`src/rtl/pfa_pkg.sv`:
```
// Shared types and constants of the partition fit allocator.
`timescale 1ns / 1ps
`default_nettype none

package pfa_pkg;

  localparam int SIZE_W  = 16;
  localparam int SLOT_W  = 4;
  localparam int CHOSEN_W = 4;
  localparam int POL_W   = 2;
  localparam int COUNT_W = 5;
  localparam int CFG_W   = 5;
  localparam int CFG_IDX_W = 1;

  localparam logic [COUNT_W-1:0] COUNT_RESET = 5'd16;

  // Fit rule codes; the unused code behaves as first fit.
  typedef enum logic [POL_W-1:0] {
    POL_FIRST = 2'd0,
    POL_BEST  = 2'd1,
    POL_WORST = 2'd2
  } pol_e;

  typedef enum logic {
    OP_LOAD    = 1'b0,
    OP_REQUEST = 1'b1
  } op_e;

  typedef enum logic [CFG_IDX_W-1:0] {
    CFG_FIT_POLICY = 1'b0,
    CFG_PART_COUNT = 1'b1
  } cfg_idx_e;

  // Search record handed from cell to cell; the chosen index travels beside it.
  typedef struct packed {
    logic              valid;
    logic              found;
    logic [SIZE_W-1:0] sel_val;
  } scan_rec_t;

endpackage

`default_nettype wire

```
`src/rtl/pfa_cell.sv`:
```
// One partition cell: holds a free size and updates the passing search record.
`timescale 1ns / 1ps
`default_nettype none

module pfa_cell #(
  parameter int IDX_W    = 4,
  parameter int CNT_W    = 5,
  parameter int CELL_IDX = 0
) (
  input  wire                          clk_i,
  input  wire                          rst_ni,
  input  wire  pfa_pkg::scan_rec_t     rec_i,
  input  wire  [IDX_W-1:0]             idx_i,
  input  wire  [pfa_pkg::SIZE_W-1:0]   need_i,
  input  wire  [pfa_pkg::POL_W-1:0]    policy_i,
  input  wire  [CNT_W-1:0]             lim_i,
  input  wire                          wr_en_i,
  input  wire  [IDX_W-1:0]             wr_idx_i,
  input  wire  [pfa_pkg::SIZE_W-1:0]   wr_val_i,
  output pfa_pkg::scan_rec_t           rec_o,
  output logic [IDX_W-1:0]             idx_o
);
  import pfa_pkg::*;

  logic [SIZE_W-1:0] free_q;
  logic              valid_q;
  logic              found_q;
  logic [SIZE_W-1:0] sel_val_q;
  logic [IDX_W-1:0]  idx_q;

  logic in_use;
  logic fits;
  logic better;
  logic take;

  // Decide whether this partition replaces the candidate so far
  assign in_use = CNT_W'(CELL_IDX) < lim_i;
  assign fits   = in_use && (free_q >= need_i);
  assign better = ((policy_i == POL_BEST)  && (free_q < rec_i.sel_val)) ||
                  ((policy_i == POL_WORST) && (free_q > rec_i.sel_val));
  assign take   = rec_i.valid && fits && (!rec_i.found || better);

  // Hold the stored free size; load and write-back share one port
  always_ff @(posedge clk_i) begin
    if (wr_en_i && (wr_idx_i == IDX_W'(CELL_IDX))) begin
      free_q <= wr_val_i;
    end
  end

  // Advance the record valid bit
  always_ff @(posedge clk_i or negedge rst_ni) begin
    if (!rst_ni) begin
      valid_q <= 1'b0;
    end else begin
      valid_q <= rec_i.valid;
    end
  end

  // Advance the record payload
  always_ff @(posedge clk_i) begin
    found_q   <= rec_i.found | take;
    sel_val_q <= take ? free_q : rec_i.sel_val;
    idx_q     <= take ? IDX_W'(CELL_IDX) : idx_i;
  end

  assign rec_o = '{valid: valid_q, found: found_q, sel_val: sel_val_q};
  assign idx_o = idx_q;

endmodule

`default_nettype wire

```
`src/rtl/partition_fit_allocator_core.sv`:
```
// Top level of the partition fit allocator: control, registers and cell chain.
//
// Usage:
//   Input channel (in_valid_i / in_stall_o) carries opcode, partition slot and size.
//   A load writes the free size of one partition and gives no result; the
//   block stays idle and ready for the next item.
//   A request sends a search record down a chain of MAX_PARTS cells, one cell
//   per cycle, each cell holding one partition. The record leaving the chain
//   is caught in the result registers; once the output register is free, the
//   result enters it and any chosen partition is written back at the same time.
//   The input stalls from an accepted request until its result enters the
//   output register, so no new item is taken while a request is in progress.
//   Output channel (out_valid_o / out_stall_i) holds the result until taken;
//   a stalled result blocks only the next result, not the accept of new items.
//   Configuration writes (fit policy, partition count) take effect at once and
//   must be made while the block is idle; the block does not enforce this.
//   Reset clears control state, sets first fit and a count of 16; partition
//   sizes are undefined until loaded.
`timescale 1ns / 1ps
`default_nettype none

module partition_fit_allocator_core #(
  parameter int MAX_PARTS = 16
) (
  input  wire                            clk_i,
  input  wire                            rst_ni,
  input  wire                            cfg_we_i,
  input  wire  [pfa_pkg::CFG_IDX_W-1:0]  cfg_index_i,
  input  wire  [pfa_pkg::CFG_W-1:0]      cfg_wdata_i,
  input  wire                            in_valid_i,
  output logic                           in_stall_o,
  input  wire                            opcode_i,
  input  wire  [pfa_pkg::SLOT_W-1:0]     partition_slot_i,
  input  wire  [pfa_pkg::SIZE_W-1:0]     size_value_i,
  output logic                           out_valid_o,
  input  wire                            out_stall_i,
  output logic                           granted_o,
  output logic [pfa_pkg::CHOSEN_W-1:0]   chosen_partition_o,
  output logic [pfa_pkg::SIZE_W-1:0]     remaining_free_o
);
  import pfa_pkg::*;

  localparam int IDX_W = $clog2(MAX_PARTS);
  localparam int CNT_W = (IDX_W + 1 > COUNT_W) ? IDX_W + 1 : COUNT_W;
  localparam int EXT_W = IDX_W + SLOT_W;

  typedef enum logic [1:0] {
    ST_IDLE,
    ST_SCAN,
    ST_RESULT
  } state_e;

  state_e              state_q;
  logic [POL_W-1:0]    policy_q;
  logic [COUNT_W-1:0]  count_q;
  logic [SIZE_W-1:0]   need_q;
  logic                launch_q;
  logic                res_found_q;
  logic [IDX_W-1:0]    res_idx_q;
  logic [SIZE_W-1:0]   res_left_q;
  logic                out_valid_q;
  logic                granted_q;
  logic [IDX_W-1:0]    chosen_q;
  logic [SIZE_W-1:0]   left_q;

  logic                in_acc;
  logic                out_free;
  logic                load_ok;
  logic [EXT_W-1:0]    slot_ext;
  logic [EXT_W-1:0]    chosen_ext;
  logic [CNT_W-1:0]    count_ext;
  logic [CNT_W-1:0]    lim;
  logic                wr_en;
  logic [IDX_W-1:0]    wr_idx;
  logic [SIZE_W-1:0]   wr_val;

  scan_rec_t           rec   [MAX_PARTS+1];
  logic [IDX_W-1:0]    idx_c [MAX_PARTS+1];

  // Handshake
  assign in_stall_o = (state_q != ST_IDLE);
  assign in_acc     = in_valid_i && !in_stall_o;
  assign out_free   = !out_valid_q || !out_stall_i;

  // Slot range check and scan limit
  assign slot_ext  = {{IDX_W{1'b0}}, partition_slot_i};
  assign load_ok   = slot_ext < EXT_W'(MAX_PARTS);
  assign count_ext = CNT_W'(count_q);
  assign lim       = (count_ext > CNT_W'(MAX_PARTS)) ? CNT_W'(MAX_PARTS) : count_ext;

  // Shared write port: loads while idle, write-back as the result leaves
  always_comb begin
    wr_en  = 1'b0;
    wr_idx = slot_ext[IDX_W-1:0];
    wr_val = size_value_i;
    if (state_q == ST_RESULT) begin
      wr_en  = out_free && res_found_q;
      wr_idx = res_idx_q;
      wr_val = res_left_q;
    end else if (in_acc && (opcode_i == OP_LOAD)) begin
      wr_en  = load_ok;
    end
  end

  // Feed the head of the chain
  assign rec[0]   = '{valid: launch_q, found: 1'b0, sel_val: '0};
  assign idx_c[0] = '0;

  for (genvar k = 0; k < MAX_PARTS; k++) begin : g_cell
    pfa_cell #(
      .IDX_W    (IDX_W),
      .CNT_W    (CNT_W),
      .CELL_IDX (k)
    ) u_cell (
      .clk_i    (clk_i),
      .rst_ni   (rst_ni),
      .rec_i    (rec[k]),
      .idx_i    (idx_c[k]),
      .need_i   (need_q),
      .policy_i (policy_q),
      .lim_i    (lim),
      .wr_en_i  (wr_en),
      .wr_idx_i (wr_idx),
      .wr_val_i (wr_val),
      .rec_o    (rec[k+1]),
      .idx_o    (idx_c[k+1])
    );
  end

  // Configuration registers
  always_ff @(posedge clk_i or negedge rst_ni) begin
    if (!rst_ni) begin
      policy_q <= POL_FIRST;
      count_q  <= COUNT_RESET;
    end else if (cfg_we_i) begin
      case (cfg_index_i)
        CFG_FIT_POLICY: policy_q <= cfg_wdata_i[POL_W-1:0];
        CFG_PART_COUNT: count_q  <= cfg_wdata_i[COUNT_W-1:0];
        default: ;
      endcase
    end
  end

  // Request size, held for the whole scan
  always_ff @(posedge clk_i) begin
    if (in_acc && (opcode_i == OP_REQUEST)) begin
      need_q <= size_value_i;
    end
  end

  // Capture the record leaving the chain
  always_ff @(posedge clk_i) begin
    if (rec[MAX_PARTS].valid) begin
      res_found_q <= rec[MAX_PARTS].found;
      res_idx_q   <= idx_c[MAX_PARTS];
      res_left_q  <= rec[MAX_PARTS].sel_val - need_q;
    end
  end

  // Sequencer and output register
  always_ff @(posedge clk_i or negedge rst_ni) begin
    if (!rst_ni) begin
      state_q     <= ST_IDLE;
      launch_q    <= 1'b0;
      out_valid_q <= 1'b0;
    end else begin
      launch_q <= 1'b0;
      if (out_valid_q && !out_stall_i) begin
        out_valid_q <= 1'b0;
      end
      case (state_q)
        ST_IDLE: begin
          if (in_acc && (opcode_i == OP_REQUEST)) begin
            launch_q <= 1'b1;
            state_q  <= ST_SCAN;
          end
        end
        ST_SCAN: begin
          if (rec[MAX_PARTS].valid) begin
            state_q <= ST_RESULT;
          end
        end
        ST_RESULT: begin
          if (out_free) begin
            out_valid_q <= 1'b1;
            state_q     <= ST_IDLE;
          end
        end
        default: state_q <= ST_IDLE;
      endcase
    end
  end

  // Result payload; zeroed when nothing fits
  always_ff @(posedge clk_i) begin
    if ((state_q == ST_RESULT) && out_free) begin
      granted_q <= res_found_q;
      chosen_q  <= res_found_q ? res_idx_q : '0;
      left_q    <= res_found_q ? res_left_q : '0;
    end
  end

  assign chosen_ext         = {{SLOT_W{1'b0}}, chosen_q};
  assign out_valid_o        = out_valid_q;
  assign granted_o          = granted_q;
  assign chosen_partition_o = chosen_ext[CHOSEN_W-1:0];
  assign remaining_free_o   = left_q;

endmodule

`default_nettype wire

```
`config.mk`:
```
export PLATFORM = sky130hd
export DESIGN_NAME = partition_fit_allocator_core
export DESIGN_NICKNAME = d
export VERILOG_FILES = /design/src/rtl/pfa_pkg.sv /design/src/rtl/pfa_cell.sv /design/src/rtl/partition_fit_allocator_core.sv
export SDC_FILE = /design/constraint.sdc
export NUM_CORES = 1
export LEC_CHECK = 0
export BUFFER_PORTS_ARGS = -buffer_cell sky130_fd_sc_hd__buf_2
export CORE_MARGIN = 1
export CORE_UTILIZATION = 25
export DETAILED_ROUTE_END_ITERATION = 16
export GPL_ROUTABILITY_DRIVEN = 0
export PLACE_DENSITY = 0.48
export SYNTH_ARGS = -nofsm -noshare
export SYNTH_HDL_FRONTEND = slang
export SYNTH_HIERARCHICAL = 1
export SYNTH_SLANG_ARGS = --single-unit
```
`constraint.sdc`:
```
create_clock -name clk_i -period 3.8 [get_ports clk_i]
set_input_delay 0.76 -clock clk_i [delete_from_list [all_inputs] [get_ports clk_i]]
set_output_delay 0.76 -clock clk_i [all_outputs]
set_load 0.01 [all_outputs]
```
==> results of run 1 <==
==> cells in the mapped netlist (all sizes together) (10+ instances only) <==
cell / number
o311a: 10
buf: 97
a2111o: 12
o21a: 22
o211a: 11
o21ai: 141
edfxtp: 314
nor2b: 63
nor3b: 13
nand2: 196
and3: 12
dfxtp: 336
or2: 31
o311ai: 36
dfrtp: 26
clkbuf: 46
ha: 527
a21o: 14
a221oi: 12
inv: 574
nand2b: 24
a21oi: 203
nand4: 118
and2: 21
mux2: 266
nor4: 22
o211ai: 91
nand3: 244
a31oi: 38
o31ai: 23
a211o: 12
a21boi: 19
nor2: 62
==> through the flow <==
stage	instances	utilization, %	hold WS (ps)	instance area, um^2
floorplan	3788	-	348	40100
global placement	5886	27.2	350	43100
detailed placement	5886	27.2	355	43100
CTS	6036	29.0	165	45900
global route	6037	29.0	210	45900
finish	6038	29.0	167	46000
==> kinds of logic after synthesis <==
| kind of cell | count (synthesis) |
|---|---|
| and+or+nand+nor | 835 |
| buffers and inverters | 717 |
| AOI/OAI and AO/OA | 680 |
| DFF | 677 |
| adders and majority gates | 528 |
| muxes | 272 |
| xor gates and xnor gates | 10 |
| other | 1 |
==> registers in the layout, indices dropped and copies added (netlist names) <==
signal,count
state_q,2
g_cell.u_cell/valid_q,16
launch_q,1
count_ext,5
g_cell.u_cell/free_q,256
g_cell.u_cell/idx_o,64
g_cell.u_cell/sel_val_q,256
remaining_free_o,16
granted_o,1
policy_q,2
res_idx_q,4
out_valid_o,1
g_cell.u_cell/found_q,16
res_left_q,16
chosen_partition_o,4
res_found_q,1
need_q,16
==> power breakdown <==
part / switching (uW) / total [uW] / internal, uW / leakage [uW]
sequential: 697 / 9200 / 8500 / 0.00598
clock: 3240 / 8270 / 5030 / 0.00140
combinational: 2600 / 4860 / 2260 / 0.0136
total: 6530 / 22300 / 15800 / 0.0210
==> final timing paths <==
path / from / to / slack (ps) / cells past startpoint
worst max register to register: count_ext[4]$_DFFE_PN1P_ / g_cell[6].u_cell/sel_val_q[3]$_DFF_P_ / 590 / 9
worst min-delay path: rst_ni / out_valid_o$_DFF_PN0_ / 170 / 1
worst max-delay path: count_ext[4]$_DFFE_PN1P_ / g_cell[6].u_cell/sel_val_q[3]$_DFF_P_ / 590 / 9
min in group clk_i: size_value_i[9] / need_q[9]$_DFFE_PP_ / 310 / 1
worst min register to register: g_cell[13].u_cell/valid_q$_DFF_PN0_ / g_cell[14].u_cell/valid_q$_DFF_PN0_ / 360 / 0
max in group asynchronous: rst_ni / g_cell[2].u_cell/valid_q$_DFF_PN0_ / 3130 / 1
==> worst reg2reg max path, cell delays in order (launching register included) <==
cell     delay (ps)
dfstp_2         510
nor2b_1         460
buf_4           240
a311o_1         160
nand2_1          90
a21oi_1         370
o31ai_4         170
nor3b_4         390
buf_4           340
mux2_4          350
==> routing by layer <==
layer / track usage (%) / vias up / routed length [um]
met3: 1.55 / 162 / 4450
met1: 19.6 / 13700 / 55400
li1: - / 13600 / -
met4: 4.38 / 0 / 2910
met2: 25.3 / 567 / 57900
met5: 0 / - / 0
==> cell type report <==
type                    instances  area [um^2]  area share [%]
clock inverters                41          450           0.980
multi-input cells            2394        20200            44.0
repair buffers                169         1300            2.82
inverters                     574         2150            4.69
diodes                          2         5.00          0.0109
well taps                    2072         2590            5.64
clock buffers                 109         2390            5.20
flip-flops and latches        677        16800            36.6
==> flow_summary.toml, run 1 <==
[floorplanning]
rows = 146
initial_core_util_pct = 25.2
coreArea_mm2 = 0.158
num_io_pins = 55
die_h_um = 401
dieArea_mm2 = 0.161
die_w_um = 401

[routing]
via_count = 28000
wl_per_cell_um = 20.0
drt_iter0_drc = 1858
viasPerCell = 4.64
drc_errors = 0
ant_nets = 0
wl_um = 121000
drtPass1Iterations = 5

[clock_network]
clock_latency_ps = 650
cts_tree = "built"
path_clk_slew_ps = 60
htree_levels = 3
cts-resized-gates = 0
cts_num_sinks = 677
cts_hold_buf = 0
clockBufferDepth = 3
post_cts_buffers = 0
cts_root_buf = "clkbuf_16"
cts-buffers-inserted = 81

[global_routing]
grt_use_total_pct = 14.8
grt_pass1_wl_um = 180000
grt_pass1_vias = 27700
antenna_found_initial = 11
grt_start_max_net_pins = 36
grt_overflow = 0

[timing]
tightest_slew_ps = 919
finalWorstSetupSlack_ps = 592
hold_viol = 0
setup_violations = 0
timing.slew.headroom_pct = 38.8
clock.fmax_mhz = 312
fin_worst_skew_ps = 31.2
drv_slew = 0
finalCritPeriodShare_pct = 84.4
finalCriticalPeriod_ps = 3210
setup-tns-final_ps = 0
rsz0062_at_grt = "no"

[pwr]
power_uw = 22300
irDropWorstVdd_v = 0.000322
leakage_uw = 0.0210
power_density_mw_per_mm2 = 486

[placed_design]
dp_slack_ps = 618
port_buffers = 54
hpwl_um = 85100

[finish]
fill_cells = 16300
areaGrowthSynthToFinish_pct = 15.4
final_cell_mix = "574 x inv_1, 527 x ha_1, 336 x dfxtp_1"
drive_gt1_share_pct = 17.6
layout_commonest_cell = "inv_1"
layout.nets = 4457

[logic_synthesis]
synthArstFlopShare_pct = 3.99
syn_inst = 3720
synth_area_per_cell_um2 = 10.7
yosys.area.top_type_share_pct = 23.7
yosys.area_share.xor_xnor_pct = 0.220
ys_seq_elements = 677
synth.distinct_cells = 93
synthAdderAreaFrac_pct = 16.6
synth_compound_gate_area_share_pct = 11.9
synth_top_area_cell = "edfxtp_1"
synth_area_leaders = "edfxtp_1 24%, dfxtp_1 17%, ha_1 17%"
synth_edf_count = 314
synth_warnings = 6
synthFlopType = "dfxtp_1"
ys_seq_area_share_pct = 42.3
yosys.area_share.simple_pct = 11.7
synth_mux_area_share_pct = 9.42
synth_top_family_by_area = "adder cells"
syn_area_mm2 = 0.0398

[worst_hold_path]
hold_path_class = "in -> async"

[setup_path]
slowest_delay_ps = 510
slowest_stage = "dfstp_2"
critPathRequiredTime_ps = 4300
path_class = "reg -> reg"
crit_buf_inv = 2
setup.worst_path.start_class = "register"
critPathTopFamily = "simple AND/OR/NAND/NOR gates"
endpoint_kind = "register"
arrival_ps = 3710
cpMostUsedCell = "buf_4"
path_max_fanout = 21
crit_chain = "nor2b_1, buf_4, a311o_1, nand2_1, a21oi_1, o31ai_4, nor3b_4, buf_4, mux2_4"

[job]
cap_violations = 0

[run_status]
status = "completed"
Note: power is estimated with default switching activity, not from simulation.
==> run 2, diff against run 1 <==
Settings changed: PLACE_DENSITY 0.48 to 0.49.
Clock period 3.8 ns to 2.8 ns, I/O delays scaled along.
==> run 2 against run 1 <==
Effect of this change: total power up 37%; count of clock-buffer cells in the layout up 10; clock power up 33%; final area up 4.8%; setup slack worse by 550 ps; clock skew about the same; combinational power up 48%; first-iteration DRC count up 7.4%; non-clock buffer count up 213; global-route usage up 0.49 points; largest power group unchanged.
==> flow_summary.toml, run 2 (same netlist as run 1, synthesis figures left out) <==
[routing]
wl_per_cell_um = 20.1
drtPass1Iterations = 6
drc_errors = 0
ant_nets = 0
wl_um = 125000
via_count = 29100
viasPerCell = 4.65
drt_iter0_drc = 1995

[pwr]
irDropWorstVdd_v = 0.000454
leakage_uw = 0.0221
power_density_mw_per_mm2 = 636

[finish]
areaGrowthSynthToFinish_pct = 20.9
drive_gt1_share_pct = 22.5
layout_commonest_cell = "inv_1"
final_cell_mix = "571 x inv_1, 524 x ha_1, 336 x dfxtp_1"
finish.utilization_pct = 30.4
layout.nets = 4673

[setup_path]
worstReg2RegStart = "need_q[1]$_DFFE_PP_"
rrSetupSlack_ps = 40
setup.worst_path.start_class = "register"
reg2reg_depth = 11
critPathRequiredTime_ps = 3300
r2r-end = "g_cell[2].u_cell/sel_val_q[11]$_DFF_P_"
worstSetupEndpoint = "g_cell[2].u_cell/sel_val_q[11]$_DFF_P_"
arrival_ps = 3250
path_max_fanout = 16
endpoint_kind = "register"
cp-startpoint = "need_q[1]$_DFFE_PP_"
path_class = "reg -> reg"

[clock_network]
cts_hold_buf = 0
cts_tree = "built"
cts_num_sinks = 677
htree_levels = 3
clockBufferDepth = 3
cts_root_buf = "clkbuf_16"
clock_latency_ps = 660
path_clk_slew_ps = 60
cts-buffers-inserted = 82

[global_routing]
grt_pass1_wl_um = 186000
grt_overflow = 0
grt_start_max_net_pins = 36
antenna_found_initial = 7
grt_pass1_vias = 28600
grt_use_total_pct = 15.3

[timing]
hold_viol = 0
timing.slew.headroom_pct = 42.1
rsz0062_at_grt = "yes"
finalCriticalPeriod_ps = 2760
tightest_slew_ps = 852
whs_ps = 4.68
fin_worst_skew_ps = 31.1
finalWorstSetupSlack_ps = 43.8
finalCritPeriodShare_pct = 98.4
drv_slew = 0
clock.fmax_mhz = 363
setup_violations = 0

[floorplanning]
dieArea_mm2 = 0.161
coreArea_mm2 = 0.158
rows = 146
die_h_um = 401
die_w_um = 401
num_io_pins = 55
initial_core_util_pct = 25.2

[run_status]
status = "completed"

[placed_design]
hpwl_um = 94400
dp_slack_ps = -439
port_buffers = 54

[job]
cap_violations = 0

[worst_hold_path]
hold_path_class = "in -> async"
## run 2: layer usage
metal  up-vias  global-route usage, %  routed length [um]
li1      14100                      -                   -
met1     14200                   20.5               57500
met2       611                   26.1               60300
met3       146                   1.46                5010
met4         0                   4.12                2720
met5         -                      0                   0
## run 2: through the flow
stage / area (um^2) / std cells / TNS [ps] / total power (uW)
4_1_cts: 47900 / 6248 / -4.30 / 30900
5_1_grt: 48100 / 6255 / -587 / 32200
3_5_place_dp: 44800 / 6080 / -24870 / 19700
2_1_floorplan: 40100 / 3788 / -1510 / 17200
3_3_place_gp: 44800 / 6080 / -21920 / 19600
6_report: 48100 / 6256 / 0 / 30600
## run 2: worst min path at each step
stage,from,to,slack [ps],cells after the start
2_1_floorplan,rst_ni,count_ext[0]$_DFFE_PN0P_,260,0
3_3_place_gp,launch_q$_DFF_PN0_,g_cell[0].u_cell/valid_q$_DFF_PN0_,360,0
3_5_place_dp,g_cell[9].u_cell/valid_q$_DFF_PN0_,g_cell[10].u_cell/valid_q$_DFF_PN0_,360,0
4_1_cts,rst_ni,g_cell[4].u_cell/valid_q$_DFF_PN0_,9,1
5_1_grt,rst_ni,out_valid_o$_DFF_PN0_,30,1
6_report,rst_ni,out_valid_o$_DFF_PN0_,5,1
## run 2: power breakdown
group          internal, uW  leakage [uW]  total, uW  switching (uW)
Sequential            11500       0.00598      12500             929
Combinational          3440        0.0148       7170            3720
Clock                  6590       0.00138      11000            4420
Total                 21600        0.0221      30600            9070
## run 2: layout make-up
cell class              instances  area (um^2)
diodes                          2         5.00
well taps                    2072         2590
clock inverters                34          357
clock buffers                 119         2430
flip-flops and latches        677        16800
inverters                     574         2160
multi-input cells            2396        20500
repair buffers                382         3270
fillers                     16300       110000
## run 2: critical path, stage by stage, from the launching register on
cell and delay, ps:
edfxtp_1 380, buf_6 160, buf_6 140, inv_1 40, ha_1 290, nor2b_1 140
o211a_1 200, o311a_1 360, or4_4 500, buf_12 170, nand3_2 80, o211ai_1 130
## run 2: repair_timing
| action | CTS | global route |
|---|---|---|
| hold endpoints to repair | 0 | 0 |
| setup buffers | 17 | 11 |
| endpoints found under the setup margin | 220 | 179 |
| gates cloned | 2 | 2 |
| pin swaps | 17 | 18 |
| gates resized for setup | 16 | 54 |
